File: config.mk
export PLATFORM = sky130hd
export DESIGN_NAME = vdn_front
export DESIGN_NICKNAME = d
export VERILOG_FILES = /design/src/sv/vdn_pkg.sv /design/src/sv/vdn_front.sv
export SDC_FILE = /design/constraint.sdc
export NUM_CORES = 2
export LEC_CHECK = 0
export BUFFER_PORTS_ARGS = -buffer_cell sky130_fd_sc_hd__buf_2
export CORE_MARGIN = 5
export CORE_UTILIZATION = 65
export DETAILED_ROUTE_END_ITERATION = 10
export PLACE_DENSITY = 0.82
export SYNTH_ARGS = -nofsm -noshare
export SYNTH_HDL_FRONTEND = slang
export SYNTH_SLANG_ARGS = --single-unit
File: constraint.sdc
create_clock -name clk -period 10.15 [get_ports clk]
set_clock_uncertainty 0.05 [all_clocks]
set_input_delay 2.03 -clock clk [delete_from_list [all_inputs] [get_ports clk]]
set_output_delay 2.03 -clock clk [all_outputs]
set_load 0.01 [all_outputs]
File: src/sv/vdn_pkg.sv
// shared constants for the vector direction normalizer
`default_nettype none
package vdn_pkg;
    localparam int SPEED_W     = 8;
    localparam int VEL_W       = 9;
    localparam int QBITS       = 8;
    localparam logic [SPEED_W-1:0] SPEED_RESET = 8'd25;
    localparam int QUEUE_DEPTH = 2;
endpackage
`default_nettype wire

File: src/sv/vdn_front.sv
// front pipeline: differences, magnitudes, squares and scaled right-hand side
`default_nettype none
module vdn_front #(
    parameter int COORD_WIDTH = 16
) (
    input  wire logic                         clk,
    input  wire logic                         rst_n,
    input  wire logic [vdn_pkg::SPEED_W-1:0]  speed,
    input  wire logic                         in_valid,
    output logic                              in_stall,
    input  wire logic signed [COORD_WIDTH-1:0] from_x,
    input  wire logic signed [COORD_WIDTH-1:0] from_y,
    input  wire logic signed [COORD_WIDTH-1:0] to_x,
    input  wire logic signed [COORD_WIDTH-1:0] to_y,
    output logic                              q_valid,
    input  wire logic                         q_ready,
    output logic [3*(2*(COORD_WIDTH+1))+33+4-1:0] q_data
);
    import vdn_pkg::*;

    localparam int A   = COORD_WIDTH + 1;
    localparam int D   = 2 * A;
    localparam int SW  = D + 1;
    localparam int R1W = D + SPEED_W;
    localparam int RW  = D + 2 * SPEED_W;

    logic                 v1_reg, v2_reg, v3_reg, v4_reg;
    logic                 r1, r2, r3, r4;
    logic signed [A-1:0]  dx, dy;
    logic [A-1:0]         ax1_reg, ay1_reg;
    logic [D-1:0]         dx2_reg, dy2_reg;
    logic [SW-1:0]        sum3_reg, sum4_reg;
    logic [R1W-1:0]       rx3_reg, ry3_reg;
    logic [RW-1:0]        rx4_reg, ry4_reg;
    logic [SPEED_W-1:0]   sp1_reg, sp2_reg, sp3_reg;
    logic [1:0]           n1_reg, n2_reg, n3_reg, n4_reg;
    logic [1:0]           z3_reg, z4_reg;

    // ready chain, each stage moves when the next has room
    assign r4       = !v4_reg || q_ready;
    assign r3       = !v3_reg || r4;
    assign r2       = !v2_reg || r3;
    assign r1       = !v1_reg || r2;
    assign in_stall = !r1;

    // exact differences one bit wider than the coordinates
    assign dx = $signed({to_x[COORD_WIDTH-1], to_x}) - $signed({from_x[COORD_WIDTH-1], from_x});
    assign dy = $signed({to_y[COORD_WIDTH-1], to_y}) - $signed({from_y[COORD_WIDTH-1], from_y});

    // valid bits
    always_ff @(posedge clk or negedge rst_n)
    begin
        if (!rst_n)
        begin
            v1_reg <= 1'b0;
            v2_reg <= 1'b0;
            v3_reg <= 1'b0;
            v4_reg <= 1'b0;
        end
        else
        begin
            if (r1) v1_reg <= in_valid;
            if (r2) v2_reg <= v1_reg;
            if (r3) v3_reg <= v2_reg;
            if (r4) v4_reg <= v3_reg;
        end
    end

    // payload stages
    always_ff @(posedge clk)
    begin
        // magnitudes and signs
        if (r1)
        begin
            ax1_reg <= dx[A-1] ? A'(-dx) : A'(dx);
            ay1_reg <= dy[A-1] ? A'(-dy) : A'(dy);
            n1_reg  <= {dy[A-1], dx[A-1]};
            sp1_reg <= speed;
        end
        // squares
        if (r2)
        begin
            dx2_reg <= ax1_reg * ax1_reg;
            dy2_reg <= ay1_reg * ay1_reg;
            n2_reg  <= n1_reg;
            sp2_reg <= sp1_reg;
        end
        // sum and first speed product
        if (r3)
        begin
            sum3_reg <= SW'(dx2_reg) + SW'(dy2_reg);
            rx3_reg  <= R1W'(dx2_reg) * R1W'(sp2_reg);
            ry3_reg  <= R1W'(dy2_reg) * R1W'(sp2_reg);
            z3_reg   <= {dy2_reg == '0, dx2_reg == '0};
            n3_reg   <= n2_reg;
            sp3_reg  <= sp2_reg;
        end
        // second speed product
        if (r4)
        begin
            sum4_reg <= sum3_reg;
            rx4_reg  <= RW'(rx3_reg) * RW'(sp3_reg);
            ry4_reg  <= RW'(ry3_reg) * RW'(sp3_reg);
            z4_reg   <= z3_reg;
            n4_reg   <= n3_reg;
        end
    end

    assign q_valid = v4_reg;
    assign q_data  = {sum4_reg, rx4_reg, ry4_reg, z4_reg, n4_reg};
endmodule
`default_nettype wire

==> flow_metrics.py <==
metrics = {
    "yosys": {
        "ys_ff_latch": 394,
        "yosys.area.top_type_share_pct": 36.2,
        "seq_area_frac_synth_pct": 17.3,
        "ys_types": 72,
        "syn_inst": 7072,
        "synth.area.top_cells": "fa_1 (36%), edfxtp_1 (17%), ha_1 (10%)",
        "synth_edf_count": 390,
        "avgSynthCellArea_um2": 9.64,
        "ys.flop_type": "edfxtp_1",
        "synth_top_cell_by_area": "fa_1",
        "ys_async_sr_fraction_pct": 1.02,
        "ys.warnings.count": 0,
        "netlist_area_um2": 68200,
    },
    "clock_tree": {
        "numCtsBuffers": 47,
        "holdBufCountCts": 0,
        "cts_setup_buffers": 0,
        "insertion_delay_ps": 630,
        "cts_resized": 0,
        "clkTransAtPathRegs_ps": 70,
        "cts.path.max_buffers": 3,
        "htreeDepth": 2,
        "cts.sinks": 394,
        "cts_root_buf": "clkbuf_16",
        "cts_tree": "yes",
    },
    "global_routing": {
        "grt_overflow": 0,
        "grt_pass1_vias": 52396,
        "grt_pass1_wl_um": 260000,
        "use_met1_pct": 37.9,
        "use_met3_pct": 5.25,
        "met2_usage_pct": 47.2,
        "grt_max_degree": 85,
        "antenna_found_initial": 3,
        "grt.total_usage_pct": 28.3,
        "busiest_layer": "met2",
    },
    "layout": {
        "fin_cells": 8513,
        "final-seq-area_um2": 11800,
        "area_delta_synth_final_pct": 5.36,
        "layout.filler_cells": 7806,
        "final_cell_mix": "inv_1 (1369), fa_1 (1234), nand2_1 (911), and2_1 (680), ha_1 (557)",
        "diodes": 0,
        "fin_area_um2": 71800,
        "multi_input_area_um2": 50200,
        "layout_commonest_cell": "inv_1",
        "nNetsFinal": 8962,
        "drive_above_1_share_pct": 5.23,
    },
    "floorplanning": {
        "start_util_pct": 65.7,
        "dieArea_um2": 111000,
        "num_rows": 118,
        "fp.coreArea_um2": 104000,
        "io_pins": 217,
        "die_h_um": 334,
        "die-width_um": 334,
    },
    "sta": {
        "max_freq_mhz": 138,
        "period_needed_ps": 7270,
        "rsz0062_at_grt": "false",
        "hold_violations": 0,
        "whs_ps": 360,
        "tns_ps": 0,
        "fin_crit_sh_pct": 71.6,
        "slew_violations": 0,
        "worst_pin_slew_ps": 1040,
        "slew_headroom_pct": 30.6,
        "finalSetupViolations": 0,
    },
    "worst_setup_path": {
        "crit_path_cell_trace": "nand2_1 > fa_1 > fa_1 > fa_1 > inv_1 > fa_1 > fa_1 > inv_1 > fa_1 > inv_1 > ha_1 > a21o_1 > a21o_1 > a21o_1 > a21o_1 > a21o_1 > nor2_1 > a21oi_1 > o41ai_1 > a21boi_0 > xor2_1",
        "reg2reg_from": "ay1_reg[4]$_DFFE_PN_",
        "critPathKind": "reg -> reg",
        "cp_slowest_cell": "edfxtp_1",
        "critPathBufInv": 3,
        "worst_setup_path_end_kind": "flop",
        "cp_data_required_time_ps": 10430,
        "crit_path_start_kind": "flop",
        "cp_top_family": "adder cells",
        "cp.arrival_ps": 7550,
        "cpMostUsedCell": "fa_1",
        "regToRegSetupSlack_ps": 2880,
        "worstReg2RegEnd": "dy2_reg[28]$_DFFE_PP_",
        "crit_path_max_fanout": 17,
        "cp.depth": 21,
        "critPathMaxStageDelay_ps": 820,
        "rr_worst_depth": 21,
    },
    "min_path": {
        "hold_depth": 0,
        "whs_endpoint": "sum4_reg[34]$_DFFE_PP_",
        "min_from": "sum3_reg[34]$_DFFE_PP_",
        "holdCritPathClass": "reg -> reg",
    },
    "routing": {
        "wl_per_cell_um": 18.1,
        "vias": 48842,
        "vias_per_cell": 5.74,
        "first_pass_iters": 6,
        "drt_iter0_drc": 3823,
        "wirelength_um": 154000,
        "ant_nets": 0,
        "drc": 0,
    },
    "run_status": {
        "status": "finished, final reports clean",
    },
    "placement": {
        "placed_cells": 8426,
        "placed_area_um2": 70200,
        "place.gp.congestion": 0.908,
        "hpwlAfterDp_um": 120000,
        "io_buffers": 216,
    },
    "job": {
        "max_cap_violations": 0,
    },
}
==> final cells by class <==
type	count	share of cell area, %
timing repair buffer	246	1.82
sequential	394	16.4
inverter	1370	7.17
tap	1380	2.40
clock buffer	54	1.70
clock inverter	33	0.556
multi-input combinational	5036	69.9
==> cells by family after synthesis <==
logic type / after synthesis / share of synthesized area, %
AOI/OAI and AO/OA: 815 / 7.83
xor gates and xnor gates: 296 / 3.80
other: 2 / 0.0110
buffers and inverters: 1644 / 9.06
and+or+nand+nor: 2119 / 15.3
DFF: 394 / 17.3
adders and majority gates: 1791 / 46.5
muxes: 11 / 0.171
==> synthesized netlist by cell type, types with 7 or more instances <==
library cell  number
a211oi_1          36
a21boi_0          10
a21o_1           152
a21oi_1          241
a311oi_1          12
a31o_2             7
a31oi_1           32
and2_1           680
and3_1            29
clkbuf_1         265
edfxtp_1         390
fa_1            1234
ha_1             557
inv_1           1370
nand2_1          912
nand2b_1          42
nand3_1           57
nand4_1           31
nor2_1           183
nor2b_1           54
nor3_1            44
nor4_1            23
o2111ai_1         12
o211ai_1          14
o21a_1            51
o21ai_0          127
o21bai_1          36
o31a_1            11
o31ai_1           18
or2_2             23
or3_1             13
xnor2_1          216
xor2_1            80
==> worst max path at each step <==
stage | from | slack (ps) | to
after floorplan | ay1_reg[14]$_DFFE_PN_ | 3610 | dy2_reg[28]$_DFFE_PP_
after global placement | ay1_reg[4]$_DFFE_PN_ | 3180 | dy2_reg[28]$_DFFE_PP_
after detailed placement | ay1_reg[4]$_DFFE_PN_ | 2970 | dy2_reg[28]$_DFFE_PP_
after CTS | ay1_reg[4]$_DFFE_PN_ | 2920 | dy2_reg[28]$_DFFE_PP_
after global routing | ay1_reg[7]$_DFFE_PN_ | 2550 | dy2_reg[28]$_DFFE_PP_
final | ay1_reg[4]$_DFFE_PN_ | 2880 | dy2_reg[28]$_DFFE_PP_
==> stage by stage <==
stage	utilization [%]	setup WS [ps]
detailed placement	67.6	2970
floorplan	-	3610
global placement	67.6	3180
finish	69.2	2880
CTS	69.2	2920
global route	69.2	2550
==> per-layer routing <==
layer  wire (um)  up-vias
met2       73400     2181
met5          20        -
met3       13600      353
met4        5390        2
met1       61900    24230
li1            -    22076
Power is not shown: default switching activity piles up to over one toggle a cycle in this logic, so the estimate is an artifact.
