[src/sv/vdn_pkg.sv]
// shared constants for the vector direction normalizer
`default_nettype none
package vdn_pkg;
    localparam int SPEED_W     = 8;
    localparam int VEL_W       = 9;
    localparam int QBITS       = 8;
    localparam logic [SPEED_W-1:0] SPEED_RESET = 8'd25;
    localparam int QUEUE_DEPTH = 2;
endpackage
`default_nettype wire

[src/sv/vdn_queue.sv]
// small item queue between front and back
`default_nettype none
module vdn_queue #(
    parameter int DATA_W = 8
) (
    input  wire logic              clk,
    input  wire logic              rst_n,
    input  wire logic              wr_valid,
    output logic                   wr_ready,
    input  wire logic [DATA_W-1:0] wr_data,
    output logic                   rd_valid,
    input  wire logic              rd_ready,
    output logic [DATA_W-1:0]      rd_data
);
    import vdn_pkg::*;

    localparam int IW = $clog2(QUEUE_DEPTH);

    logic [DATA_W-1:0] mem [QUEUE_DEPTH];
    logic [IW-1:0]     wp_reg, rp_reg;
    logic [IW:0]       cnt_reg;
    logic              push, pop;

    assign wr_ready = cnt_reg != (IW+1)'(QUEUE_DEPTH);
    assign rd_valid = cnt_reg != '0;
    assign push     = wr_valid && wr_ready;
    assign pop      = rd_valid && rd_ready;
    assign rd_data  = mem[rp_reg];

    // pointers and fill count
    always_ff @(posedge clk or negedge rst_n)
    begin
        if (!rst_n)
        begin
            wp_reg  <= '0;
            rp_reg  <= '0;
            cnt_reg <= '0;
        end
        else
        begin
            if (push) wp_reg <= wp_reg + 1'b1;
            if (pop)  rp_reg <= rp_reg + 1'b1;
            cnt_reg <= cnt_reg + (IW+1)'(push) - (IW+1)'(pop);
        end
    end

    // storage
    always_ff @(posedge clk)
    begin
        if (push) mem[wp_reg] <= wr_data;
    end
endmodule
`default_nettype wire

[config.mk]
export PLATFORM = sky130hd
export DESIGN_NAME = vdn_queue
export DESIGN_NICKNAME = d
export VERILOG_FILES = /design/src/sv/vdn_pkg.sv /design/src/sv/vdn_queue.sv
export SDC_FILE = /design/constraint.sdc
export NUM_CORES = 1
export LEC_CHECK = 0
export BUFFER_PORTS_ARGS = -buffer_cell sky130_fd_sc_hd__buf_2
export CAP_MARGIN = 20
export CELL_PAD_IN_SITES_DETAIL_PLACEMENT = 1
export CELL_PAD_IN_SITES_GLOBAL_PLACEMENT = 1
export CORE_MARGIN = 3
export CORE_UTILIZATION = 35
export DETAILED_ROUTE_END_ITERATION = 12
export GPL_TIMING_DRIVEN = 0
export PLACE_DENSITY = 0.73
export SLEW_MARGIN = 20
export SYNTH_ARGS = -nofsm -noshare
export SYNTH_HDL_FRONTEND = slang
export SYNTH_SLANG_ARGS = --single-unit
[constraint.sdc]
create_clock -name clk -period 2.68 [get_ports clk]
set_input_delay 0.268 -clock clk [delete_from_list [all_inputs] [get_ports clk]]
set_output_delay 0.268 -clock clk [all_outputs]
set_load 0.01 [all_outputs]
==> impl_summary.log, run 1 <==
INFO  metric timing.hold.ws = around 0.16 ns
INFO  metric max_freq = roughly 620 MHz
INFO  metric antenna_cells_inserted = 0
INFO  metric timing.clock.skew = roughly 0.0055 ns
INFO  metric totalWireLength = ~1.4 mm
INFO  metric critPathCaptureType = primary output
INFO  metric overflow = 0
INFO  metric dr.pass1.iters = 3
INFO  metric slew_headroom = a little over half
INFO  metric synth-seq-area-share = between 70% and 80%
INFO  metric met2_usage = between 10% and 20%
INFO  metric global_route_wire_length_before_repair = 2.090 mm
INFO  metric reg2reg_from = cnt_reg[0]$_DFF_PN0_
INFO  metric tritoncts.num_buffers = 3
INFO  metric static-leakage-power = 0.3877 nW
INFO  metric clock_latency = 0.28 ns
INFO  metric dp_hpwl = roughly 1.0 mm
INFO  metric syn_area = between 800 and 900 um2
INFO  metric die_h = 54.09 um
INFO  metric yosys.cell_count.top_type = edfxtp_1
INFO  metric powerDensity = between 900 and 1000 nW/um2
INFO  metric detail_route.drc_violations = 0
INFO  metric wl_per_cell = roughly 14 um
INFO  metric tritoncts = built
INFO  metric ff2ff_setup_slack = around 1.1 ns
INFO  metric grt.met3_usage = 1.939%
INFO  metric setup_viols_final = 0
INFO  metric hold-path-endpoint = mem[0][5]$_DFFE_PP_
INFO  metric critical_path.max_fanout = 9
INFO  metric final_core_util = between 40% and 50%
INFO  metric worstSetupStartpointType = flip-flop
INFO  metric ys_dominant_reg_cell = edfxtp_1
INFO  metric post_synth_main_area_contributors = edfxtp_1 (59%), dfrtp_1 (12%), mux2_2 (11%)
INFO  metric synth_cell_types = 17
INFO  metric maxSlewViolCount = 0
INFO  metric max_slew.worst_pin.slew = a little under 0.7 ns
INFO  metric synthesis.area_per_instance = about 17 um2
INFO  metric hold_viol = 0
INFO  metric synth.net_count = 60
INFO  metric initial_utilization = 38.88%
INFO  metric post_route_antenna_net_violation_count = 0
INFO  metric p_total = ~1 mW
INFO  metric starting_drc_count_in_detailed_routing = 7
INFO  metric htree_num_levels = 1
INFO  metric dpl_cell_area = around 950 um2
INFO  metric cts.sink_count = 20
INFO  metric pin_count_of_the_biggest_net_entering_global_routing = 12
INFO  metric asyncSetResetFlopFracSynth = about a fifth
INFO  metric hold-path-cell-count = 1
INFO  metric final_non_filler_cells = 100
INFO  metric fillers = approximately 240
INFO  metric ys_top_cells_by_count = edfxtp_1 (16), mux2_2 (8), dfrtp_1 (4), nor2_1 (3), xnor2_1 (3)
INFO  metric timing.critical_path.arrival = around 1.4 ns
INFO  metric grt_setup_unrepaired = no
INFO  metric die_area = 2926 um2
INFO  metric areaGrowthSynthToFinish = 21.64%
INFO  metric cts.root.buffer_cell = clkbuf_4
INFO  metric grt_antenna_before_repair = 0
INFO  metric reg2reg_to = mem[0][1]$_DFFE_PP_
INFO  metric routed_via_density = ~4.7
INFO  metric crit_type = flip-flop to primary output
INFO  metric timing.max_cap.violations = 0
INFO  metric via_count = between 400 and 500
INFO  metric final.setup.tns = 0 ns
INFO  metric synth_enable_flop_cells = 16
INFO  metric cp_data_required_time = around 2.4 ns
INFO  metric num_rows = 16
INFO  metric gp_congestion = about 0.71
INFO  metric floorplan.die.width = about 54 um
INFO  metric clk_pin_slew = 0.11 ns
INFO  metric final.min_clock_period = about 1.6 ns
INFO  metric drive_above_1_share = around 48%
INFO  metric first_global_vias = about 490
INFO  metric placeableCoreArea = about 2100 um2
INFO  metric ff2ff_path_depth = 3
INFO  metric global_route.usage.total = 10.45%
INFO  metric largest_reg_flops = 16
INFO  metric grt.busiest_layer = met2
INFO  metric io_buf_count = 21
INFO  metric postSynthCellCount = 47
INFO  metric status = complete, no violations
INFO  metric yosysTopAreaCell = edfxtp_1
INFO  metric postLayoutSetupSlackWorst = 1.061 ns
INFO  metric power.ir.vdd_worst = 442.1 uV
INFO  metric layout.nets = 87
INFO  metric global_route.usage.met1 = roughly 12%
INFO  metric placement.setup.worst_slack = 1.074 ns
INFO  metric yosys_register_bits = 20
INFO  metric synth.top_cell.area_share = approximately three fifths
INFO  metric postLayoutCellArea = about 1000 um2
INFO  metric ctsResizeCount = 0
INFO  metric crit_path_start = rp_reg$_DFFE_PN0P_
INFO  metric boundaryPins = 22
INFO  metric numPlacedInstances = 95
INFO  metric number_of_buffers_on_the_longest_clock_path = 2
INFO  metric yosysWarningCount = 0
INFO  metric timing.hold.worst.start = wr_data[5]
INFO  metric min_period_over_period = between 60% and 70%
INFO  metric worstHoldPathType = input pin to flip-flop
==> where the power goes <==
| group | switching, mW | leakage [nW] | internal, mW |
|---|---|---|---|
| combinational | 0.179 | 0.177 | 0.182 |
| clock | 0.0839 | 0.0150 | 0.0577 |
| sequential | 0.0465 | 0.196 | 0.434 |
==> placed cells by master (no fill, tap or decap), drive strengths merged, types with 2 or more instances in the layout <==
cell / netlist / final
buf: 1 / 22
clkbuf: 0 / 4
mux2: 8 / 8
dfrtp: 4 / 4
xnor2: 3 / 3
edfxtp: 16 / 16
nand2: 2 / 2
nor2: 3 / 3
==> cells by family (layout without fill, tap and decap cells) <==
kind of cell | after synthesis | in the layout | synth area share, %
flip-flops | 20 | 20 | 71.72
AND/OR/NAND/NOR | 11 | 11 | 8.039
multiplexers | 8 | 8 | 11.13
AO/OA/AOI/OAI | 3 | 3 | 3.708
XOR/XNOR | 3 | 3 | 3.246
adder cells (fa/ha/maj) | 1 | 1 | 1.545
buffers and inverters | 1 | 27 | 0.6176
==> routing by layer <==
metal | share of wire (%) | up-vias
met1 | 42 | 226
met4 | 0.58 | 0
li1 | - | 227
met5 | 0 | -
met2 | 52 | 12
met3 | 5.3 | 2
==> worst max path at each step <==
stage                          endpoint  slack, ns  depth (start not counted)
finish                       rd_data[3]       1.06                          3
global route        mem[0][1]$_DFFE_PP_       0.95                          3
CTS                          rd_data[3]       1.03                          3
detailed placement  mem[0][6]$_DFFE_PP_       1.07                          3
global placement    mem[0][1]$_DFFE_PP_       1.07                          3
floorplan           mem[0][0]$_DFFE_PP_       1.24                          3
==> cell type report <==
cell class                      instances  area, um2  area share, %
Timing Repair Buffer                   22      115.1          11.69
Tap cell                               27      33.78          3.431
Multi-Input combinational cell         26      224.0          22.74
Sequential cell                        20      580.6          58.96
Clock buffer                            4      26.28          2.668
Buffer                                  1      5.005         0.5083
==> repair_timing <==
item | 4_1_cts | 5_1_grt
setup buffers | 0 | 0
endpoints found under the hold margin | 4 | 0
hold buffers | 1 | 0
==> worst max-delay path: stages (launching register included) <==
cell and delay (ns):
dfrtp_1 0.33, buf_2 0.23, mux2_2 0.37, buf_2 0.14
Note: power is estimated with default switching activity, not from simulation.
==> run 2, diff against run 1 <==
==> constraint.sdc (replaced) <==
create_clock -name clk -period 1.5 [get_ports clk]
set_input_delay 0.15 -clock clk [delete_from_list [all_inputs] [get_ports clk]]
set_output_delay 0.15 -clock clk [all_outputs]
set_load 0.01 [all_outputs]
==> run 2 against run 1 <==
  * Wire length is 0.51% higher
  * Combinational power rose by 86%
  * Non-clock buffer count did not move
  * Global-route usage did not move
  * First-iteration DRC count unchanged
  * Core utilization up 0.66 points
  * Setup slack got worse by 0.97 ns
==> impl_summary.log, run 2 (synthesis results as in run 1) <==
INFO  metric status = complete, no violations (unchanged)
INFO  metric final_cell_mix = buf_2 (21), edfxtp_1 (16), mux2_2 (8) (was buf_2 (22), edfxtp_1 (16), mux2_2 (8))
INFO  metric gp_congestion = 0.7070 (unchanged)
INFO  metric postLayoutSetupSlackWorst = 0.08819 ns (was 1.061 ns)
INFO  metric tritoncts.num_buffers = 3 (unchanged)
INFO  metric worstSetupStartpointType = flip-flop (unchanged)
INFO  metric global_route.usage.total = 10.45% (unchanged)
INFO  metric clock_latency = 0.28 ns (about the same)
INFO  metric layout_commonest_cell = buf_2 (unchanged)
INFO  metric routed_via_density = 4.680 (was 4.670)
INFO  metric overflow = 0 (unchanged)
INFO  metric cell_breakdown_of_the_critical_path = buf_6, mux2_2, buf_2 (was buf_2, mux2_2, buf_2)
INFO  metric worstHoldPathType = input pin to flip-flop (unchanged)
INFO  metric clk_pin_slew = 0.11 ns (about the same)
INFO  metric via_count = 468 (was 467)
INFO  metric num_rows = 16 (unchanged)
INFO  metric first_global_vias = 485 (unchanged)
INFO  metric seq_power_share = 48.4% (was 48.9%)
INFO  metric p_sw_share = 31.65% (was 31.49%)
INFO  metric grt_antenna_before_repair = 0 (unchanged)
INFO  metric wl_per_cell = 13.81 um (was 13.74 um)
INFO  metric io_buf_count = 21 (unchanged)
INFO  metric post_route_antenna_net_violation_count = 0 (unchanged)
INFO  metric timing.hold.ws = 0.04638 ns (was 0.1644 ns)
INFO  metric grt_setup_unrepaired = no (unchanged)
INFO  metric clkPwrFrac = 14.1% (was 14.4%)
INFO  metric htree_num_levels = 1 (unchanged)
INFO  metric pin_count_of_the_biggest_net_entering_global_routing = 12 (unchanged)
INFO  metric setup_viols_final = 0 (unchanged)
INFO  metric maxSlewViolCount = 0 (unchanged)
INFO  metric dp_hpwl = 1.033 mm (unchanged)
INFO  metric power.ir.vdd_worst = 802.6 uV (was 442.1 uV)
INFO  metric largest_reg_flops = 16 (unchanged)
INFO  metric crit_type = flip-flop to primary output (unchanged)
INFO  metric worst_path_largest_cell_delay = 0.36 ns (was 0.37 ns)
INFO  metric final.min_clock_period = approximately 1.4 ns
INFO  metric placeableCoreArea = 2082 um2 (unchanged)
INFO  metric power.internal = 1.225 mW (was 0.6734 mW)
INFO  metric min_period_over_period = between 90% and 100%
INFO  metric static-leakage-power = 0.3904 nW (was 0.3877 nW)
INFO  metric cts.sink_count = 20 (unchanged)
INFO  metric max_slew.worst_pin.slew = 0.4167 ns (was 0.6910 ns)
INFO  metric totalWireLength = 1.381 mm (was 1.374 mm)
INFO  metric antenna_cells_inserted = 0 (unchanged)
INFO  metric cts.root.buffer_cell = clkbuf_4 (unchanged)
INFO  metric cts_post_setup_buffers_inserted = 0 (unchanged)
INFO  metric placement.setup.worst_slack = -0.1061 ns (was 1.074 ns)
INFO  metric critical_path.max_fanout = 9 (unchanged)
INFO  metric global_route_wire_length_before_repair = 2.090 mm (unchanged)
INFO  metric die_area = 2926 um2 (unchanged)
INFO  metric timing.critical_path.arrival = 1.26 ns (was 1.35 ns)
INFO  metric layout.nets = 87 (unchanged)
INFO  metric fillers = 234 (was 235)
INFO  metric timing.clock.skew = 0.005501 ns (was 0.005531 ns)
INFO  metric initial_utilization = 38.88% (unchanged)
INFO  metric dr.pass1.iters = 4 (was 3)
INFO  metric boundaryPins = 22 (unchanged)
INFO  metric detail_route.drc_violations = 0 (unchanged)
INFO  metric powerDensity = 1796 nW/um2 (was 998.2 nW/um2)
INFO  metric numPlacedInstances = 95 (unchanged)
INFO  metric timing.max_cap.violations = 0 (unchanged)
INFO  metric die_h = 54.09 um (unchanged)
INFO  metric number_of_buffers_on_the_longest_clock_path = 2 (unchanged)
INFO  metric critPathCaptureType = primary output (unchanged)
INFO  metric floorplan.die.width = 54.09 um (unchanged)
INFO  metric areaGrowthSynthToFinish = 23.34% (was 21.64%)
INFO  metric hold_viol = 0 (unchanged)
INFO  metric final_non_filler_cells = 100 (unchanged)
INFO  metric drive_above_1_share = 49.32% (was 47.95%)
INFO  metric switching_power = 0.5674 mW (was 0.3096 mW)
INFO  metric cp_data_required_time = 1.35 ns (was 2.41 ns)
INFO  metric max_freq = 708.3 MHz
INFO  metric starting_drc_count_in_detailed_routing = 7 (unchanged)
INFO  metric slowest_cp_cell = dfrtp_1 (was mux2_2)
INFO  metric slew_headroom = 72.22% (was 53.76%)
INFO  metric tritoncts = built (unchanged)
INFO  metric p_comb_share = 37.4% (was 36.7%)
## run 2: cell counts in the layout (fill, tap and decap cells not counted)
Identical to the previous run, type by type.
## run 2: metrics by stage
stage               instance area (um2)  power [mW]  setup TNS [ns]  util (%)
floorplan                         809.5       1.298               0         -
global placement                  948.4       1.495         -0.8470     45.55
detailed placement                948.4       1.534         -0.8463     45.55
CTS                               989.7       1.800               0     47.54
global route                      998.5       1.925               0     47.96
finish                            998.5       1.793               0     47.96
## run 2: what timing repair did
action,in CTS,in global routing
hold endpoints to repair,4,0
setup endpoints to repair,16,9
resized for setup,2,2
hold buffers,1,0
## run 2: final timing paths
kind	to	startpoint	slack [ns]	cells after the start
setup reg to reg	mem[1][3]$_DFFE_PP_	cnt_reg[0]$_DFF_PN0_	0.10	2
hold / removal	mem[0][5]$_DFFE_PP_	wr_data[5]	0.05	1
min in group asynchronous	cnt_reg[0]$_DFF_PN0_	rst_n	0.18	2
hold reg to reg	wp_reg$_DFFE_PN0P_	wp_reg$_DFFE_PN0P_	0.56	1
setup / recovery	rd_data[3]	rp_reg$_DFFE_PN0P_	0.09	3
max in group asynchronous	cnt_reg[1]$_DFF_PN0_	rst_n	1.20	2
## run 2: routing by layer
| metal | up-vias | global-route usage [%] | part of all wire [%] |
|---|---|---|---|
| met5 | - | 0 | 0 |
| met4 | 0 | 3.734 | 0.58 |
| met3 | 2 | 1.939 | 5.3 |
| met2 | 12 | 18.75 | 51 |
| met1 | 226 | 12.35 | 43 |
| li1 | 228 | - | - |
## run 2: power groups by stage
stage          Sequential (mW)  Clock [mW]  Combinational [mW]
2_1_floorplan            0.845           0               0.453
3_3_place_gp             0.859           0               0.636
3_5_place_dp             0.875           0               0.659
4_1_cts                  0.864       0.259               0.677
5_1_grt                  0.882       0.287               0.756
6_report                 0.868       0.253               0.671
## run 2: cell type report
class / instances / area (um2) / share of cell area [%]
clock buffers: 4 / 26.28 / 2.632
plain buffers: 1 / 11.26 / 1.128
repair buffers: 22 / 115.1 / 11.53
flip-flops and latches: 20 / 580.6 / 58.15
multi-input cells: 26 / 231.5 / 23.18
well taps: 27 / 33.78 / 3.383
## run 2: worst max-delay path, delay by kind of cell, from the launching register on
| kind | cells | cell delay (ns) |
|---|---|---|
| DFF | 1 | 0.36 |
| buffers and inverters | 2 | 0.28 |
| muxes | 1 | 0.34 |
==> run 3, diff against run 2 <==
--- a/config.mk
+++ b/config.mk
@@ -9,11 +9,13 @@
 export CAP_MARGIN = 20
 export CELL_PAD_IN_SITES_DETAIL_PLACEMENT = 1
 export CELL_PAD_IN_SITES_GLOBAL_PLACEMENT = 1
-export CORE_MARGIN = 3
+export CORE_MARGIN = 2
 export CORE_UTILIZATION = 35
+export CTS_CLUSTER_SIZE = 24
 export DETAILED_ROUTE_END_ITERATION = 12
 export GPL_TIMING_DRIVEN = 0
 export PLACE_DENSITY = 0.73
+export RECOVER_POWER = 50
 export SLEW_MARGIN = 20
 export SYNTH_ARGS = -nofsm -noshare
 export SYNTH_HDL_FRONTEND = slang
==> run 3 against run 2 <==
  * Core utilization decreased by 2.7 points
  * Design area down 0.63%
  * Via count grew 1.7%
  * Global-route usage grew 0.56 points
  * Maximum frequency up 0.19%
  * Non-clock buffer count unchanged
  * Clock skew down 0.0042 ns
==> impl_summary.log, run 3 (synthesis results as in run 1) <==
INFO  metric final.min_clock_period = 1.409 ns (was 1.412 ns)
INFO  metric static-leakage-power = 0.3752 nW (was 0.3904 nW)
INFO  metric clock_latency = 0.28 ns (about the same)
INFO  metric power.ir.vdd_worst = 854.9 uV (was 802.6 uV)
INFO  metric num_rows = 17 (was 16)
INFO  metric final_non_filler_cells = 101 (was 100)
INFO  metric grt_antenna_before_repair = 0 (unchanged)
INFO  metric maxSlewViolCount = 0 (unchanged)
INFO  metric global_route.usage.total = 11.01% (was 10.45%)
INFO  metric areaGrowthSynthToFinish = 22.57% (was 23.34%)
INFO  metric final_cell_mix = edfxtp_1 (16), buf_2 (15), mux2_2 (8) (was buf_2 (21), edfxtp_1 (16), mux2_2 (8))
INFO  metric hold-path-cell-count = 1 (unchanged)
INFO  metric reg2reg_to = mem[1][0]$_DFFE_PP_ (was mem[1][3]$_DFFE_PP_)
INFO  metric boundaryPins = 22 (unchanged)
INFO  metric routed_via_density = 4.713 (was 4.680)
INFO  metric clk_pin_slew = 0.10 ns (was 0.11 ns)
INFO  metric global_route_wire_length_before_repair = 2.104 mm (was 2.090 mm)
INFO  metric hold_viol = 0 (unchanged)
INFO  metric min_period_over_period = 93.94% (was 94.12%)
INFO  metric slowest_cp_cell = dfrtp_1 (unchanged)
INFO  metric clkPwrFrac = 13.4% (was 14.1%)
INFO  metric ff2ff_path_depth = 2 (unchanged)
INFO  metric power.internal = 1.206 mW (was 1.225 mW)
INFO  metric dr.pass1.iters = 2 (was 4)
INFO  metric tritoncts = built (unchanged)
INFO  metric post_route_antenna_net_violation_count = 0 (unchanged)
INFO  metric first_global_vias = 482 (was 485)
INFO  metric die_area = 2713 um2 (was 2926 um2)
INFO  metric layout_commonest_cell = edfxtp_1 (was buf_2)
INFO  metric p_sw_share = 31.31% (was 31.65%)
INFO  metric cp_data_required_time = 1.35 ns (about the same)
INFO  metric slew_headroom = 74.06% (was 72.22%)
INFO  metric overflow = 0 (unchanged)
INFO  metric max_slew.worst_pin.slew = 0.3891 ns (was 0.4167 ns)
INFO  metric wl_per_cell = 12.80 um (was 13.81 um)
INFO  metric reg2reg_from = cnt_reg[0]$_DFF_PN0_ (unchanged)
INFO  metric critPathCaptureType = primary output (unchanged)
INFO  metric gp_congestion = 0.5732 (was 0.7070)
INFO  metric placeableCoreArea = 2191 um2 (was 2082 um2)
INFO  metric floorplan.die.width = 52.09 um (was 54.09 um)
INFO  metric largest_reg_flops = 16 (unchanged)
INFO  metric ff2ff_setup_slack = 0.11 ns (was 0.10 ns)
INFO  metric antenna_cells_inserted = 0 (unchanged)
INFO  metric status = complete, no violations (unchanged)
INFO  metric final_core_util = 45.29% (was 47.96%)
INFO  metric cts_post_setup_buffers_inserted = 0 (unchanged)
INFO  metric p_comb_share = 37.3% (was 37.4%)
INFO  metric drive_above_1_share = 41.10% (was 49.32%)
INFO  metric timing.clock.skew = 0.001287 ns (was 0.005501 ns)
INFO  metric p_total = 1.756 mW (was 1.793 mW)
INFO  metric setup_viols_final = 0 (unchanged)
INFO  metric cts.root.buffer_cell = clkbuf_4 (unchanged)
INFO  metric hold-path-endpoint = mem[1][7]$_DFFE_PP_ (was mem[0][5]$_DFFE_PP_)
INFO  metric worst-path-buf-inv = 2 (unchanged)
INFO  metric path_delay_family = flip-flops (unchanged)
INFO  metric detail_route.drc_violations = 0 (unchanged)
INFO  metric worstSetupStartpointType = flip-flop (unchanged)
INFO  metric cell_breakdown_of_the_critical_path = buf_6, mux2_2, buf_2 (unchanged)
INFO  metric via_count = 476 (was 468)
INFO  metric starting_drc_count_in_detailed_routing = 2 (was 7)
INFO  metric timing.hold.worst.start = wr_data[7] (was wr_data[5])
INFO  metric htree_num_levels = 1 (unchanged)
INFO  metric fillers = 240 (was 234)
INFO  metric worstHoldPathType = input pin to flip-flop (unchanged)
INFO  metric grt_setup_unrepaired = no (unchanged)
INFO  metric number_of_buffers_on_the_longest_clock_path = 2 (unchanged)
INFO  metric numPlacedInstances = 96 (was 95)
INFO  metric tritoncts.num_buffers = 3 (unchanged)
INFO  metric die_h = 52.09 um (was 54.09 um)
INFO  metric powerDensity = 1769 nW/um2 (was 1796 nW/um2)
INFO  metric layout.nets = 87 (unchanged)
INFO  metric critical_path.max_fanout = 9 (unchanged)
INFO  metric switching_power = 0.5496 mW (was 0.5674 mW)
INFO  metric initial_utilization = 36.95% (was 38.88%)
INFO  metric seq_power_share = 49.4% (was 48.4%)
INFO  metric io_buf_count = 21 (unchanged)
INFO  metric timing.hold.ws = 0.05146 ns (was 0.04638 ns)
INFO  metric totalWireLength = 1.293 mm (was 1.381 mm)
INFO  metric timing.critical_path.arrival = 1.26 ns (about the same)
INFO  metric worst_path_largest_cell_delay = 0.35 ns (was 0.36 ns)
INFO  metric cts.sink_count = 20 (unchanged)
INFO  metric timing.max_cap.violations = 0 (unchanged)
INFO  metric pin_count_of_the_biggest_net_entering_global_routing = 12 (unchanged)
INFO  metric max_freq = 709.7 MHz (was 708.3 MHz)
INFO  metric dp_hpwl = 987.8 um (was 1.033 mm)
INFO  metric crit_type = flip-flop to primary output (unchanged)
run 3: worst register-to-register path, cell delays in order, from the launching register on:
cell and delay (ns):
dfrtp_1 0.45, nand2b_1 0.19, and3_1 0.42
run 3: layout make-up:
class                           instances  area (um2)  area share, %
Sequential cell                        20       580.6          58.51
Multi-Input combinational cell         26       231.5          23.33
Timing Repair Buffer                   22       107.6          10.84
Tap cell                               28       35.03          3.531
Clock buffer                            3       22.52          2.270
Buffer                                  1       11.26          1.135
Clock inverter                          1       3.754         0.3783
run 3: through the flow:
stage / worst slack (ns) / TNS (ns) / cell area, um2
after floorplan: 0.05746 / 0 / 809.5
after global routing: 0.01612 / 0 / 992.2
after detailed placement: -0.1119 / -0.8933 / 949.7
after CTS: 0.04121 / 0 / 991.0
after global placement: -0.1023 / -0.8173 / 949.7
final: 0.09093 / 0 / 992.2
run 3: what timing repair did:
action	in CTS	in global routing
gates cloned	0	0
setup endpoints to repair	16	9
hold endpoints to repair	4	0
gates resized for setup	2	2
hold buffers	1	0
run 3: worst max path at each step:
stage                                     from             endpoint  cells after the start  slack (ns)
after global routing        rp_reg$_DFFE_PN0P_           rd_data[3]                      3        0.02
after global placement    cnt_reg[0]$_DFF_PN0_  mem[0][1]$_DFFE_PP_                      3       -0.10
after CTS                   rp_reg$_DFFE_PN0P_           rd_data[3]                      3        0.04
after detailed placement  cnt_reg[0]$_DFF_PN0_  mem[0][4]$_DFFE_PP_                      3       -0.11
after floorplan           cnt_reg[0]$_DFF_PN0_  mem[0][0]$_DFFE_PP_                      3        0.06
final                       rp_reg$_DFFE_PN0P_           rd_data[3]                      3        0.09
run 3: power groups by stage:
stage          combinational [mW]  sequential, mW  clock, mW
2_1_floorplan               0.453           0.845          0
3_3_place_gp                0.634           0.858          0
3_5_place_dp                0.647           0.872          0
4_1_cts                     0.665           0.861      0.249
5_1_grt                     0.719           0.885      0.280
6_report                    0.654           0.867      0.235
run 3: layer usage:
layer | global-route usage [%] | wire length (um)
met1 | 12.17 | 502
met2 | 20.04 | 697
met3 | 2.874 | 78
met4 | 3.947 | 14
met5 | 0 | 0
